`config.mk`:
```
export PLATFORM = sky130hd
export DESIGN_NAME = challenge_response_auth_lockout
export DESIGN_NICKNAME = d
export VERILOG_FILES = /design/src/design/crl_pkg.sv /design/src/design/crl_cfg_regs.sv /design/src/design/crl_resp_check.sv /design/src/design/crl_core.sv /design/src/design/challenge_response_auth_lockout.sv
export SDC_FILE = /design/constraint.sdc
export NUM_CORES = 1
export LEC_CHECK = 0
export BUFFER_PORTS_ARGS = -buffer_cell sky130_fd_sc_hd__buf_2
export CAP_MARGIN = 20
export CORE_MARGIN = 2
export CORE_UTILIZATION = 45
export DETAILED_ROUTE_END_ITERATION = 16
export PLACE_DENSITY = 0.6
export SYNTH_ARGS = -nofsm -noshare
export SYNTH_HDL_FRONTEND = slang
export SYNTH_HIERARCHICAL = 1
export SYNTH_SLANG_ARGS = --single-unit
```
`constraint.sdc`:
```
create_clock -name clk_i -period 15.03 [get_ports clk_i]
set_input_delay 1.503 -clock clk_i [delete_from_list [all_inputs] [get_ports clk_i]]
set_output_delay 1.503 -clock clk_i [all_outputs]
set_load 0.03 [all_outputs]
```
`src/design/crl_pkg.sv`:
```
// ----------------------------------------------------------------------------
// crl_pkg
// shared types, field widths and command, status, mode and register codes
// ----------------------------------------------------------------------------
package crl_pkg;

  localparam int SECRET_CHARS_DEF = 16;

  localparam int CMD_W     = 3;
  localparam int TIME_W    = 32;
  localparam int POS_W     = 5;
  localparam int LEN_W     = 5;
  localparam int BYTE_W    = 8;
  localparam int CNT_W     = 8;
  localparam int STATUS_W  = 3;
  localparam int MODE_W    = 2;
  localparam int NPICK     = 4;
  localparam int NREPLY    = 6;
  localparam int CFG_IDX_W = 3;
  localparam int CFG_W     = 64;

  localparam int S_TDATA_W = 104;
  localparam int M_TDATA_W = 48;

  localparam logic [CMD_W-1:0] CMD_ISSUE  = 3'd0;
  localparam logic [CMD_W-1:0] CMD_SUBMIT = 3'd1;
  localparam logic [CMD_W-1:0] CMD_POLL   = 3'd2;
  localparam logic [CMD_W-1:0] CMD_IDLE   = 3'd3;
  localparam logic [CMD_W-1:0] CMD_NOTE   = 3'd4;
  localparam logic [CMD_W-1:0] CMD_BYPASS = 3'd5;
  localparam logic [CMD_W-1:0] CMD_RESET  = 3'd6;

  localparam logic [STATUS_W-1:0] ST_OK      = 3'd0;
  localparam logic [STATUS_W-1:0] ST_SHORT   = 3'd1;
  localparam logic [STATUS_W-1:0] ST_BADPICK = 3'd2;
  localparam logic [STATUS_W-1:0] ST_NOACT   = 3'd3;
  localparam logic [STATUS_W-1:0] ST_EXPIRED = 3'd4;
  localparam logic [STATUS_W-1:0] ST_SUCCESS = 3'd5;
  localparam logic [STATUS_W-1:0] ST_FAILED  = 3'd6;
  localparam logic [STATUS_W-1:0] ST_LOCKED  = 3'd7;

  localparam logic [MODE_W-1:0] MODE_IDLE   = 2'd0;
  localparam logic [MODE_W-1:0] MODE_AWAIT  = 2'd1;
  localparam logic [MODE_W-1:0] MODE_AUTH   = 2'd2;
  localparam logic [MODE_W-1:0] MODE_LOCKED = 2'd3;

  localparam logic [CFG_IDX_W-1:0] REG_SECRET_LO    = 3'd0;
  localparam logic [CFG_IDX_W-1:0] REG_SECRET_HI    = 3'd1;
  localparam logic [CFG_IDX_W-1:0] REG_SECRET_LEN   = 3'd2;
  localparam logic [CFG_IDX_W-1:0] REG_CHAL_TIMEOUT = 3'd3;
  localparam logic [CFG_IDX_W-1:0] REG_SESS_TIMEOUT = 3'd4;
  localparam logic [CFG_IDX_W-1:0] REG_LOCKOUT_TIME = 3'd5;
  localparam logic [CFG_IDX_W-1:0] REG_TRY_LIMIT    = 3'd6;

  localparam logic [TIME_W-1:0] CHAL_TIMEOUT_RST = 32'd60000;
  localparam logic [TIME_W-1:0] SESS_TIMEOUT_RST = 32'd600000;
  localparam logic [TIME_W-1:0] LOCKOUT_TIME_RST = 32'd300000;
  localparam logic [CNT_W-1:0]  TRY_LIMIT_RST    = 8'd3;

  typedef struct packed {
    logic [CMD_W-1:0]                command;
    logic [TIME_W-1:0]               now_ms;
    logic [NPICK-1:0][POS_W-1:0]     pick;
    logic [NREPLY-1:0][BYTE_W-1:0]   reply;
  } cmd_item_t;

  typedef struct packed {
    logic [STATUS_W-1:0] status;
    logic [MODE_W-1:0]   mode_now;
    logic [CNT_W-1:0]    failures;
    logic [TIME_W-1:0]   challenge_number;
    logic                event_flag;
  } result_t;

  typedef struct packed {
    logic [LEN_W-1:0]  secret_length;
    logic [TIME_W-1:0] challenge_timeout;
    logic [TIME_W-1:0] session_timeout;
    logic [TIME_W-1:0] lockout_time;
    logic [CNT_W-1:0]  try_limit;
  } cfg_t;

endpackage

```
`src/design/crl_cfg_regs.sv`:
```
// ----------------------------------------------------------------------------
// crl_cfg_regs
// configuration registers: secret characters, length, timeouts and limit
// ----------------------------------------------------------------------------
module crl_cfg_regs #(
  parameter int SECRET_CHARS = crl_pkg::SECRET_CHARS_DEF
) (
  input  logic                                   clk_i,
  input  logic                                   rst_ni,
  input  logic                                   cfg_we_i,
  input  logic [crl_pkg::CFG_IDX_W-1:0]          cfg_idx_i,
  input  logic [crl_pkg::CFG_W-1:0]              cfg_data_i,
  output crl_pkg::cfg_t                          cfg_o,
  output logic [SECRET_CHARS-1:0][crl_pkg::BYTE_W-1:0] secret_o
);
  import crl_pkg::*;

  logic [SECRET_CHARS-1:0][BYTE_W-1:0] secret_q;
  cfg_t                                cfg_q;

  always_ff @(posedge clk_i or negedge rst_ni) begin
    if (!rst_ni) begin
      secret_q                <= '0;
      cfg_q.secret_length     <= '0;
      cfg_q.challenge_timeout <= CHAL_TIMEOUT_RST;
      cfg_q.session_timeout   <= SESS_TIMEOUT_RST;
      cfg_q.lockout_time      <= LOCKOUT_TIME_RST;
      cfg_q.try_limit         <= TRY_LIMIT_RST;
    end else if (cfg_we_i) begin
      for (int b = 0; b < SECRET_CHARS; b++) begin
        if ((b < 8 && cfg_idx_i == REG_SECRET_LO) ||
            (b >= 8 && cfg_idx_i == REG_SECRET_HI)) begin
          secret_q[b] <= cfg_data_i[BYTE_W*(b%8) +: BYTE_W];
        end
      end
      unique case (cfg_idx_i)
        REG_SECRET_LEN:   cfg_q.secret_length     <= cfg_data_i[LEN_W-1:0];
        REG_CHAL_TIMEOUT: cfg_q.challenge_timeout <= cfg_data_i[TIME_W-1:0];
        REG_SESS_TIMEOUT: cfg_q.session_timeout   <= cfg_data_i[TIME_W-1:0];
        REG_LOCKOUT_TIME: cfg_q.lockout_time      <= cfg_data_i[TIME_W-1:0];
        REG_TRY_LIMIT:    cfg_q.try_limit         <= cfg_data_i[CNT_W-1:0];
        default: ;
      endcase
    end
  end

  assign cfg_o    = cfg_q;
  assign secret_o = secret_q;

endmodule

```
`src/design/crl_resp_check.sv`:
```
// ----------------------------------------------------------------------------
// crl_resp_check
// greedy match of four wanted characters against six reply bytes, each used at most once; a zero reply byte fails
// ----------------------------------------------------------------------------
module crl_resp_check (
  input  logic [crl_pkg::NPICK-1:0][crl_pkg::BYTE_W-1:0]  want_i,
  input  logic [crl_pkg::NREPLY-1:0][crl_pkg::BYTE_W-1:0] reply_i,
  output logic                                            pass_o
);
  import crl_pkg::*;

  always_comb begin
    logic [NREPLY-1:0] taken;
    logic              hit;
    taken  = '0;
    pass_o = 1'b1;
    for (int j = 0; j < NREPLY; j++) begin
      if (reply_i[j] == '0) pass_o = 1'b0;
    end
    for (int i = 0; i < NPICK; i++) begin
      hit = 1'b0;
      for (int j = 0; j < NREPLY; j++) begin
        if (!hit && !taken[j] && reply_i[j] == want_i[i]) begin
          taken[j] = 1'b1;
          hit      = 1'b1;
        end
      end
      if (!hit) pass_o = 1'b0;
    end
  end

endmodule

```
`src/design/crl_core.sv`:
```
// ----------------------------------------------------------------------------
// crl_core
// session state registers and the per-command update and result logic
// ----------------------------------------------------------------------------
module crl_core #(
  parameter int SECRET_CHARS = crl_pkg::SECRET_CHARS_DEF
) (
  input  logic                                         clk_i,
  input  logic                                         rst_ni,
  input  logic                                         fire_i,
  input  crl_pkg::cmd_item_t                           item_i,
  input  crl_pkg::cfg_t                                cfg_i,
  input  logic [SECRET_CHARS-1:0][crl_pkg::BYTE_W-1:0] secret_i,
  output crl_pkg::result_t                             res_o
);
  import crl_pkg::*;

  localparam int IDX_W = $clog2(SECRET_CHARS);

  logic [MODE_W-1:0]            mode_q, mode_d;
  logic [CNT_W-1:0]             failed_q, failed_d;
  logic [TIME_W-1:0]            next_chal_q, next_chal_d;
  logic [TIME_W-1:0]            deadline_q, deadline_d;
  logic [TIME_W-1:0]            lock_end_q, lock_end_d;
  logic [TIME_W-1:0]            last_act_q, last_act_d;
  logic [NPICK-1:0][IDX_W-1:0]  pos_q, pos_d;

  logic [LEN_W-1:0]             len;
  logic                         picks_bad;
  logic [NPICK-1:0][IDX_W-1:0]  pick_idx;
  logic [NPICK-1:0][BYTE_W-1:0] want;
  logic                         pass;
  logic [TIME_W-1:0]            chal_inc;
  logic [CNT_W-1:0]             failed_inc;

  assign len = (cfg_i.secret_length > LEN_W'(SECRET_CHARS)) ?
               LEN_W'(SECRET_CHARS) : cfg_i.secret_length;

  always_comb begin
    logic [POS_W-1:0] pm1;
    picks_bad = 1'b0;
    pick_idx  = '0;
    for (int i = 0; i < NPICK; i++) begin
      pm1         = item_i.pick[i] - POS_W'(1);
      pick_idx[i] = pm1[IDX_W-1:0];
      if (item_i.pick[i] == '0 || item_i.pick[i] > len) picks_bad = 1'b1;
      for (int j = 0; j < NPICK; j++) begin
        if (j < i && item_i.pick[j] == item_i.pick[i]) picks_bad = 1'b1;
      end
    end
    for (int i = 0; i < NPICK; i++) begin
      want[i] = secret_i[pos_q[i]];
    end
  end

  crl_resp_check u_check (
    .want_i  (want),
    .reply_i (item_i.reply),
    .pass_o  (pass)
  );

  assign chal_inc   = next_chal_q + TIME_W'(1);
  assign failed_inc = (failed_q != '1) ? failed_q + CNT_W'(1) : failed_q;

  always_comb begin
    mode_d      = mode_q;
    failed_d    = failed_q;
    next_chal_d = next_chal_q;
    deadline_d  = deadline_q;
    lock_end_d  = lock_end_q;
    last_act_d  = last_act_q;
    pos_d       = pos_q;
    res_o.status           = ST_OK;
    res_o.challenge_number = '0;
    res_o.event_flag       = 1'b0;
    unique case (item_i.command)
      CMD_ISSUE: begin
        if (len < LEN_W'(NPICK)) begin
          res_o.status = ST_SHORT;
        end else if (picks_bad) begin
          res_o.status = ST_BADPICK;
        end else begin
          pos_d       = pick_idx;
          next_chal_d = (chal_inc == '0) ? TIME_W'(1) : chal_inc;
          deadline_d  = item_i.now_ms + cfg_i.challenge_timeout;
          mode_d      = MODE_AWAIT;
          res_o.challenge_number = next_chal_d;
        end
      end
      CMD_SUBMIT: begin
        if (mode_q != MODE_AWAIT) begin
          res_o.status = ST_NOACT;
        end else begin
          deadline_d = '0;
          pos_d      = '0;
          mode_d     = MODE_IDLE;
          if (item_i.now_ms > deadline_q) begin
            res_o.status = ST_EXPIRED;
          end else if (pass) begin
            failed_d     = '0;
            mode_d       = MODE_AUTH;
            last_act_d   = item_i.now_ms;
            res_o.status = ST_SUCCESS;
          end else begin
            failed_d = failed_inc;
            if (failed_inc >= cfg_i.try_limit) begin
              mode_d       = MODE_LOCKED;
              lock_end_d   = item_i.now_ms + cfg_i.lockout_time;
              res_o.status = ST_LOCKED;
            end else begin
              res_o.status = ST_FAILED;
            end
          end
        end
      end
      CMD_POLL: begin
        if (mode_q == MODE_LOCKED) begin
          if (item_i.now_ms >= lock_end_q) begin
            mode_d     = MODE_IDLE;
            failed_d   = '0;
            lock_end_d = '0;
          end else begin
            res_o.event_flag = 1'b1;
          end
        end
      end
      CMD_IDLE: begin
        if (mode_q == MODE_AUTH &&
            (item_i.now_ms - last_act_q) > cfg_i.session_timeout) begin
          mode_d           = MODE_IDLE;
          last_act_d       = '0;
          res_o.event_flag = 1'b1;
        end
      end
      CMD_NOTE: begin
        if (mode_q == MODE_AUTH) last_act_d = item_i.now_ms;
      end
      CMD_BYPASS: begin
        failed_d   = '0;
        mode_d     = MODE_AUTH;
        last_act_d = item_i.now_ms;
      end
      CMD_RESET: begin
        mode_d     = MODE_IDLE;
        failed_d   = '0;
        lock_end_d = '0;
        last_act_d = '0;
        deadline_d = '0;
        pos_d      = '0;
      end
      default: ;
    endcase
    res_o.mode_now = mode_d;
    res_o.failures = failed_d;
  end

  always_ff @(posedge clk_i or negedge rst_ni) begin
    if (!rst_ni) begin
      mode_q      <= MODE_IDLE;
      failed_q    <= '0;
      next_chal_q <= '0;
      deadline_q  <= '0;
      lock_end_q  <= '0;
      last_act_q  <= '0;
      pos_q       <= '0;
    end else if (fire_i) begin
      mode_q      <= mode_d;
      failed_q    <= failed_d;
      next_chal_q <= next_chal_d;
      deadline_q  <= deadline_d;
      lock_end_q  <= lock_end_d;
      last_act_q  <= last_act_d;
      pos_q       <= pos_d;
    end
  end

endmodule

```
`src/design/challenge_response_auth_lockout.sv`:
```
// ----------------------------------------------------------------------------
// challenge_response_auth_lockout
// challenge-response authentication with failure lockout and session timeout
// ----------------------------------------------------------------------------
// One command is taken per clock while the result side does not stall, and
// each gives exactly one result beat. A command is captured in an input
// register, evaluated combinationally against the session state and written
// to a result register once that register is free or being taken. The state
// update of each command is registered with its result, so the next command
// sees it. The input side keeps accepting while a result waits to be taken,
// until both registers are full. The user must write configuration registers
// through the plain write port while no command is in flight; the block
// itself does not enforce this. No clearing pass is needed after reset.
// ----------------------------------------------------------------------------
module challenge_response_auth_lockout #(
  parameter int SECRET_CHARS = crl_pkg::SECRET_CHARS_DEF
) (
  input  logic                            clk_i,
  input  logic                            rst_ni,
  input  logic                            cfg_we_i,
  input  logic [crl_pkg::CFG_IDX_W-1:0]   cfg_idx_i,
  input  logic [crl_pkg::CFG_W-1:0]       cfg_data_i,
  input  logic                            s_axis_tvalid,
  output logic                            s_axis_tready,
  // now_ms, pick0..pick3, reply_byte0..reply_byte5, zero pad
  input  logic [crl_pkg::S_TDATA_W-1:0]   s_axis_tdata,
  // command
  input  logic [crl_pkg::CMD_W-1:0]       s_axis_tuser,
  output logic                            m_axis_tvalid,
  input  logic                            m_axis_tready,
  // mode_now, failures, challenge_number, event_flag, zero pad
  output logic [crl_pkg::M_TDATA_W-1:0]   m_axis_tdata,
  // status
  output logic [crl_pkg::STATUS_W-1:0]    m_axis_tuser
);
  import crl_pkg::*;

  cfg_t                                cfg;
  logic [SECRET_CHARS-1:0][BYTE_W-1:0] secret;
  cmd_item_t                           in_q;
  logic                                in_valid_q;
  result_t                             res;
  result_t                             out_q;
  logic                                out_valid_q;
  logic                                fire;

  crl_cfg_regs #(.SECRET_CHARS(SECRET_CHARS)) u_cfg (
    .clk_i      (clk_i),
    .rst_ni     (rst_ni),
    .cfg_we_i   (cfg_we_i),
    .cfg_idx_i  (cfg_idx_i),
    .cfg_data_i (cfg_data_i),
    .cfg_o      (cfg),
    .secret_o   (secret)
  );

  assign fire          = in_valid_q && (!out_valid_q || m_axis_tready);
  assign s_axis_tready = !in_valid_q || fire;

  always_ff @(posedge clk_i or negedge rst_ni) begin
    if (!rst_ni) begin
      in_valid_q <= 1'b0;
    end else if (s_axis_tready) begin
      in_valid_q <= s_axis_tvalid;
    end
  end

  always_ff @(posedge clk_i) begin
    if (s_axis_tready && s_axis_tvalid) begin
      in_q.command <= s_axis_tuser;
      in_q.now_ms  <= s_axis_tdata[31:0];
      in_q.pick    <= s_axis_tdata[51:32];
      in_q.reply   <= s_axis_tdata[99:52];
    end
  end

  crl_core #(.SECRET_CHARS(SECRET_CHARS)) u_core (
    .clk_i    (clk_i),
    .rst_ni   (rst_ni),
    .fire_i   (fire),
    .item_i   (in_q),
    .cfg_i    (cfg),
    .secret_i (secret),
    .res_o    (res)
  );

  always_ff @(posedge clk_i or negedge rst_ni) begin
    if (!rst_ni) begin
      out_valid_q <= 1'b0;
    end else if (fire) begin
      out_valid_q <= 1'b1;
    end else if (m_axis_tready) begin
      out_valid_q <= 1'b0;
    end
  end

  always_ff @(posedge clk_i) begin
    if (fire) out_q <= res;
  end

  assign m_axis_tvalid = out_valid_q;
  assign m_axis_tuser  = out_q.status;
  assign m_axis_tdata  = {5'd0, out_q.event_flag, out_q.challenge_number,
                          out_q.failures, out_q.mode_now};

endmodule

```
## After elaboration in Yosys (flattened, before gate mapping)

Index checks and enable logic that the tools add are counted.

| storage, ports and cells | value |
|---|---|
| flip-flop bits (word level) | 542 |
| word-level logic and storage cells | 371 |

| operators by class | value |
|---|---|
| bitwise logic cells | 3 |
| reduce and logical (&&, ||, !) cells | 116 |
| equality and inequality tests | 57 |
| multiplexer cells | 122 |
| add/subtract/negate cells | 9 |
| order comparisons | 14 |

Operator list:

| operator | count |
|---|---|
| 32-bit 2-to-1 mux | 15 |
| 8-bit == test | 24 |
| 32-bit one-hot mux with 3 select lines | 2 |
| 32-bit one-hot mux with 5 select lines | 1 |
| 8-bit binary-select mux with 4-bit select | 4 |
| 8-bit 2-to-1 mux | 10 |
| 1-bit 2-to-1 mux | 67 |
| 32-bit adder | 2 |
| 32-bit > comparator | 2 |
| 8-bit logical NOT | 6 |
| 16-bit 2-to-1 mux | 3 |
| 16-bit one-hot mux with 3 select lines | 1 |
| 1-bit logical AND | 41 |
| 1-bit logical NOT | 39 |
| 32-bit by 1-bit adder with 32-bit output (second input constant) | 1 |
| 32-bit >= comparator | 1 |
| 32-bit logical NOT | 1 |
| 32-bit subtractor | 1 |
| 5-bit == test | 6 |
| 8-bit one-hot mux with 3 select lines | 1 |
| 5-bit > comparator | 4 |
| 5-bit logical NOT | 4 |
| 4-bit by 5-bit less-than comparator with 1-bit output (second input constant) | 4 |
| 2-bit 2-to-1 mux | 10 |
| 30 further kinds | 71 |

## Logic depth before layout (Yosys ltp)

| depth | value |
|---|---|
| word-level depth | 40 |
| mapped depth | 24 |
| depth with buffers taken out | 23 |

## Hierarchy

The synthesis kept the hierarchy.

By module, submodules not included:

| module | cells an instance | instances | area an instance (um2) |
|---|---|---|---|
| crl_core | 2096 | 1 | 19359.8 |
| crl_cfg_regs | 507 | 1 | 9256.4 |
| challenge_response_auth_lockout | 163 | 1 | 4619.4 |
| crl_resp_check | 420 | 1 | 3055.4 |

## Least setup slack after synthesis

Ideal clock, no wire load.

| timing path | value |
|---|---|
| kind | reg2reg |
| from | register u_core/pos_q[0] (netlist bit) |
| to | register u_core.lock_end_q[10] |
| setup time | 0.121 ns |
| path slack | 9.732 ns |
| data arrival time | 5.177 ns |
| stages on the path, launching flop included | 20 |
| data required time | 14.909 ns |
| cells stage by stage | dfrtp_1 -> clkbuf_1 -> buf_1 -> mux4_2 -> mux4_2 -> buf_6 -> xnor2_1 -> nand4_1 -> or2_0 -> buf_2 -> a31o_1 -> o311ai_1 -> o211ai_1 -> o2111ai_1 -> o211ai_1 -> or3_1 -> o31ai_1 -> nand2_1 -> clkbuf_1 -> a22o_1 |

RTL lines:

| what | line | RTL |
|---|---|---|
| start: declaration | crl_core.sv:26 | `logic [NPICK-1:0][IDX_W-1:0] pos_q, pos_d;` |
| start signal: assignment | crl_core.sv:173 | `pos_q <= pos_d;` |
| end signal: assignment | crl_core.sv:171 | `lock_end_q <= lock_end_d;` |
| end: declaration | crl_core.sv:24 | `logic [TIME_W-1:0] lock_end_q, lock_end_d;` |

==> run_summary.xml <==
<?xml version="1.0" encoding="UTF-8"?>
<metrics>
  <group name="layout">
    <metric name="synthToLayoutAreaGrowth" unit="%">10.1</metric>
    <metric name="number_of_fill_cells_in_the_layout" unit="">7197</metric>
    <metric name="layout_cells_sized_above_1" unit="%">23.6</metric>
    <metric name="stdcell_area" unit="um^2">39900</metric>
    <metric name="layout.core_utilization" unit="%">49.8</metric>
    <metric name="nNetsFinal" unit="">3692</metric>
  </group>
  <group name="logic_synthesis">
    <metric name="synth_area_per_inst" unit="um^2">11.4</metric>
    <metric name="synth_compound_gate_area_share" unit="%">10.5</metric>
    <metric name="seq_area_frac_synth" unit="%">39.5</metric>
    <metric name="yosysTopAreaCellShare" unit="%">25.4</metric>
    <metric name="async_reset_ff_share" unit="%">72.5</metric>
    <metric name="synth.yosys.warnings" unit="">6</metric>
    <metric name="yosys-top-cells-count" unit="">sky130_fd_sc_hd__dfrtp_1 (368), sky130_fd_sc_hd__ha_1 (227), sky130_fd_sc_hd__inv_1 (192)</metric>
    <metric name="netlist_area_pre_place" unit="um^2">36300</metric>
    <metric name="combinational_family_with_the_most_area_after_synthesis" unit="">multiplexers</metric>
    <metric name="synthMostInstantiatedCell" unit="">sky130_fd_sc_hd__dfrtp_1</metric>
    <metric name="area_share_of_and_or_nand_nor_cells_after_synthesis" unit="%">9.24</metric>
    <metric name="post_synth_mux_area_share" unit="%">18.1</metric>
    <metric name="synth-seq-cells" unit="">542</metric>
    <metric name="synth_top_flop_cell" unit="">sky130_fd_sc_hd__dfrtp_1</metric>
    <metric name="synth_xor_xnor_area_share" unit="%">9.19</metric>
    <metric name="synth_enable_flop_cells" unit="">149</metric>
    <metric name="ys_top_cells_by_area" unit="">sky130_fd_sc_hd__dfrtp_1 (25%), sky130_fd_sc_hd__edfxtp_1 (12%), sky130_fd_sc_hd__mux4_2 (9.9%)</metric>
    <metric name="synth-adder-area-share" unit="%">7.99</metric>
    <metric name="syn-instance-count" unit="">3186</metric>
    <metric name="synthDominantAreaCellType" unit="">sky130_fd_sc_hd__dfrtp_1</metric>
    <metric name="synthDistinctLibCells" unit="">105</metric>
  </group>
  <group name="route">
    <metric name="detail_route.wirelength" unit="um">100000</metric>
    <metric name="remaining_drc_errors" unit="">0</metric>
    <metric name="detailroute.via_count" unit="">25800</metric>
    <metric name="drt.antenna.violating_nets" unit="">0</metric>
    <metric name="drt-pass1-iter-count" unit="">5</metric>
    <metric name="avgRoutedWirePerCell" unit="um">22.7</metric>
    <metric name="drt_iter0_drc" unit="">1676</metric>
    <metric name="avgViaCountPerCell" unit="">5.86</metric>
  </group>
  <group name="timing">
    <metric name="post_route_skew" unit="ns">0.0240</metric>
    <metric name="worst-slew-pin-transition" unit="ns">0.974</metric>
    <metric name="slew_headroom" unit="%">35.0</metric>
    <metric name="grt_setup_unrepaired" unit="">no</metric>
    <metric name="final_max_slew_viol_count" unit="">0</metric>
    <metric name="final-hold-violation-count" unit="">0</metric>
    <metric name="final.period_utilization" unit="%">41.4</metric>
    <metric name="f_max" unit="MHz">161</metric>
    <metric name="report.final.setup_viol" unit="">0</metric>
    <metric name="totalNegativeSetupSlack" unit="ns">0</metric>
    <metric name="layout_min_cycle_time" unit="ns">6.22</metric>
  </group>
  <group name="job">
    <metric name="drv_cap" unit="">0</metric>
  </group>
  <group name="setup_path">
    <metric name="slowest_stage" unit="">sky130_fd_sc_hd__nor3_1</metric>
    <metric name="required_arrival_time_at_the_worst_endpoint" unit="ns">15.40</metric>
    <metric name="crit_path_start_kind" unit="">flop</metric>
    <metric name="timing.critical_path.fanout_max" unit="">33</metric>
    <metric name="r2r_cells" unit="">15</metric>
    <metric name="critical-path-max-stage-delay" unit="ns">0.87</metric>
    <metric name="critPathArrivalTime" unit="ns">6.58</metric>
    <metric name="worst_setup_path_end_kind" unit="">flop</metric>
    <metric name="crit_chain" unit="">buf_4, mux4_2, mux4_2, xnor2_1, nand4_1, or2_0, nand2_1, o211ai_1, o21ai_0, a31oi_1, o2111ai_1, o211ai_1, nor3_1, nand2_1, o31ai_1</metric>
    <metric name="worstSetupPathType" unit="">reg2reg</metric>
  </group>
  <group name="pwr">
    <metric name="static-leakage-power" unit="nW">16.3</metric>
    <metric name="switching_power_of_the_nets" unit="mW">1.90</metric>
    <metric name="power.switching_fraction" unit="%">34.8</metric>
    <metric name="vdd_ir_drop_max" unit="mV">0.0912</metric>
    <metric name="power_report.internal_total" unit="mW">3.56</metric>
    <metric name="clock_network_fraction_of_design_power" unit="%">29.1</metric>
    <metric name="p_seq_share" unit="%">36.2</metric>
    <metric name="powerDensity" unit="nW/um^2">137</metric>
    <metric name="pwr-share-comb" unit="%">34.7</metric>
  </group>
  <group name="placed_design">
    <metric name="buffers_on_ports" unit="">222</metric>
    <metric name="routabilityCongestion" unit="">0.919</metric>
    <metric name="placed_cell_area" unit="um^2">37800</metric>
    <metric name="post-dp-hpwl" unit="um">72900</metric>
  </group>
  <group name="die">
    <metric name="design.portCount" unit="">232</metric>
    <metric name="initial_core_util" unit="%">45.3</metric>
    <metric name="die_h" unit="um">288</metric>
    <metric name="die-area" unit="um^2">82900</metric>
    <metric name="floorplan.rows" unit="">104</metric>
    <metric name="coreArea" unit="um^2">80200</metric>
    <metric name="chipWidth" unit="um">288</metric>
  </group>
  <group name="cts">
    <metric name="cts_tree" unit="">yes</metric>
    <metric name="cts_max_path_buffers" unit="">3</metric>
    <metric name="cts.sinks" unit="">542</metric>
    <metric name="number_of_buffers_created_by_cts" unit="">67</metric>
    <metric name="clock_latency_late_sink" unit="ns">0.61</metric>
    <metric name="cts-hold-fix-buffers" unit="">0</metric>
    <metric name="cts.clk_slew.worst_paths" unit="ns">0.06</metric>
    <metric name="postCtsResizedCells" unit="">0</metric>
    <metric name="ctsHtreeMaxLevel" unit="">3</metric>
    <metric name="postCtsSetupBuffers" unit="">0</metric>
    <metric name="clk_root_buffer_cell" unit="">sky130_fd_sc_hd__clkbuf_16</metric>
  </group>
  <group name="global_routing">
    <metric name="wire_length_of_the_first_global_routing_pass" unit="um">154000</metric>
    <metric name="global_route.overflow_total" unit="">0</metric>
    <metric name="initial_antenna_violation_count" unit="">8</metric>
    <metric name="number_of_global_route_vias_before_repair" unit="">26500</metric>
    <metric name="grt_usage" unit="%">24.1</metric>
    <metric name="maximum_number_of_pins_on_one_net_before_global_route_repair" unit="">83</metric>
  </group>
  <group name="worst_hold_path">
    <metric name="hold_depth" unit="">2</metric>
    <metric name="hp-class" unit="">reg2reg</metric>
  </group>
  <group name="outcome">
    <metric name="run_status" unit="">complete, no violations</metric>
  </group>
</metrics>
-- worst max-delay path, delay by kind of cell, from the launching register on --
| family | cells | cell delay [ns] |
|---|---|---|
| buffers and inverters | 1 | 0.53 |
| xor gates and xnor gates | 1 | 0.24 |
| DFF | 1 | 0.33 |
| AOI/OAI and AO/OA | 6 | 1.64 |
| and+or+nand+nor | 5 | 1.88 |
| muxes | 2 | 1.30 |
-- cells by family (layout without fill, tap and decap cells) --
kind of cell	count (synthesis)	in the layout
flops	542	542
simple gates	646	646
buf+inv	419	567
compound gates	565	565
other cells	1	7
mux	403	403
xor+xnor	380	380
fa+ha+maj	230	230
-- placed cells by master (no fill, tap or decap), drive strengths merged, types with 7 or more instances in the layout --
cell type    n
a211oi      26
a21o        50
a21oi      132
a22o        67
a31o         7
a31oi       14
and2        13
and3        11
and4         8
buf        251
clkbuf      87
clkinv      26
dfrtp      368
dfstp       25
edfxtp     149
ha         227
inv        197
mux2       238
mux4       160
nand2      180
nand2b      23
nand3       48
nand4       57
nor2       145
nor2b       17
nor3        46
nor4        56
nor4b        8
o211ai      24
o21a        13
o21ai      130
o21bai      13
o22ai       20
or3         13
xnor2      190
xor2       190
-- per-stage QoR --
| stage | worst slack, ns | power (mW) | cells | hold WS (ns) |
|---|---|---|---|---|
| 2_1_floorplan | 9.73 | 3.38 | 3190 | 0.450 |
| 3_3_place_gp | 8.84 | 3.79 | 4273 | 0.462 |
| 3_5_place_dp | 8.87 | 3.86 | 4273 | 0.470 |
| 4_1_cts | 8.87 | 5.48 | 4397 | 0.483 |
| 5_1_grt | 8.37 | 5.77 | 4398 | 0.491 |
| 6_report | 8.81 | 5.46 | 4400 | 0.479 |
-- cell type report --
| type | instances | area (um^2) | share of cell area (%) |
|---|---|---|---|
| sequential | 542 | 14300 | 35.9 |
| antenna | 2 | 5.00 | 0.0125 |
| clock buffer | 87 | 1840 | 4.62 |
| inverter | 192 | 721 | 1.80 |
| timing repair buffer | 251 | 1360 | 3.40 |
| multi-input combinational | 2229 | 20000 | 50.2 |
| clock inverter | 37 | 305 | 0.764 |
| tap | 1060 | 1330 | 3.32 |
-- power groups by stage --
stage | sequential (mW) | combinational [mW] | clock [mW]
final | 1.98 | 1.90 | 1.59
after global routing | 2.01 | 2.07 | 1.69
after CTS | 1.98 | 1.87 | 1.63
after detailed placement | 2.00 | 1.86 | 0
after global placement | 1.99 | 1.80 | 0
after floorplan | 1.91 | 1.47 | 0
-- layer usage --
| layer | global-route usage (%) | up-vias | share of wire (%) |
|---|---|---|---|
| met3 | 3.42 | 182 | 5.9 |
| met1 | 32.7 | 12900 | 44 |
| li1 | - | 11800 | - |
| met2 | 40.0 | 836 | 48 |
| met5 | 0 | - | 0 |
| met4 | 7.37 | 0 | 2.7 |
-- flip-flops by register name, summed over array words and instances, names as in the netlist, 3 cells and up --
signal / flops
u_core/last_act_q: 32
u_core/deadline_q: 32
m_axis_tuser: 3
m_axis_tdata: 43
u_core/failed_q: 8
u_core/pos_q: 16
in_q: 103
u_core/next_chal_q: 32
u_cfg/cfg_o: 109
u_core/lock_end_q: 32
u_cfg/secret_o: 128
-- final timing paths --
| check | slack (ns) | start | to |
|---|---|---|---|
| min reg2reg | 0.48 | u_core/deadline_q[28]$_DFFE_PN0P_ | u_core/deadline_q[28]$_DFFE_PN0P_ |
| min | 0.48 | u_core/deadline_q[28]$_DFFE_PN0P_ | u_core/deadline_q[28]$_DFFE_PN0P_ |
| min in group asynchronous | 0.87 | rst_ni | u_cfg/secret_o[36]$_DFFE_PN0P_ |
| max reg2reg | 8.81 | u_core/pos_q[0]$_DFFE_PN0P_ | m_axis_tdata[2]$_DFFE_PP_ |
| max in group asynchronous | 11.98 | rst_ni | u_core/lock_end_q[9]$_DFFE_PN0P_ |
| max | 8.81 | u_core/pos_q[0]$_DFFE_PN0P_ | m_axis_tdata[2]$_DFFE_PP_ |
Power figures use the tool's default switching activity.
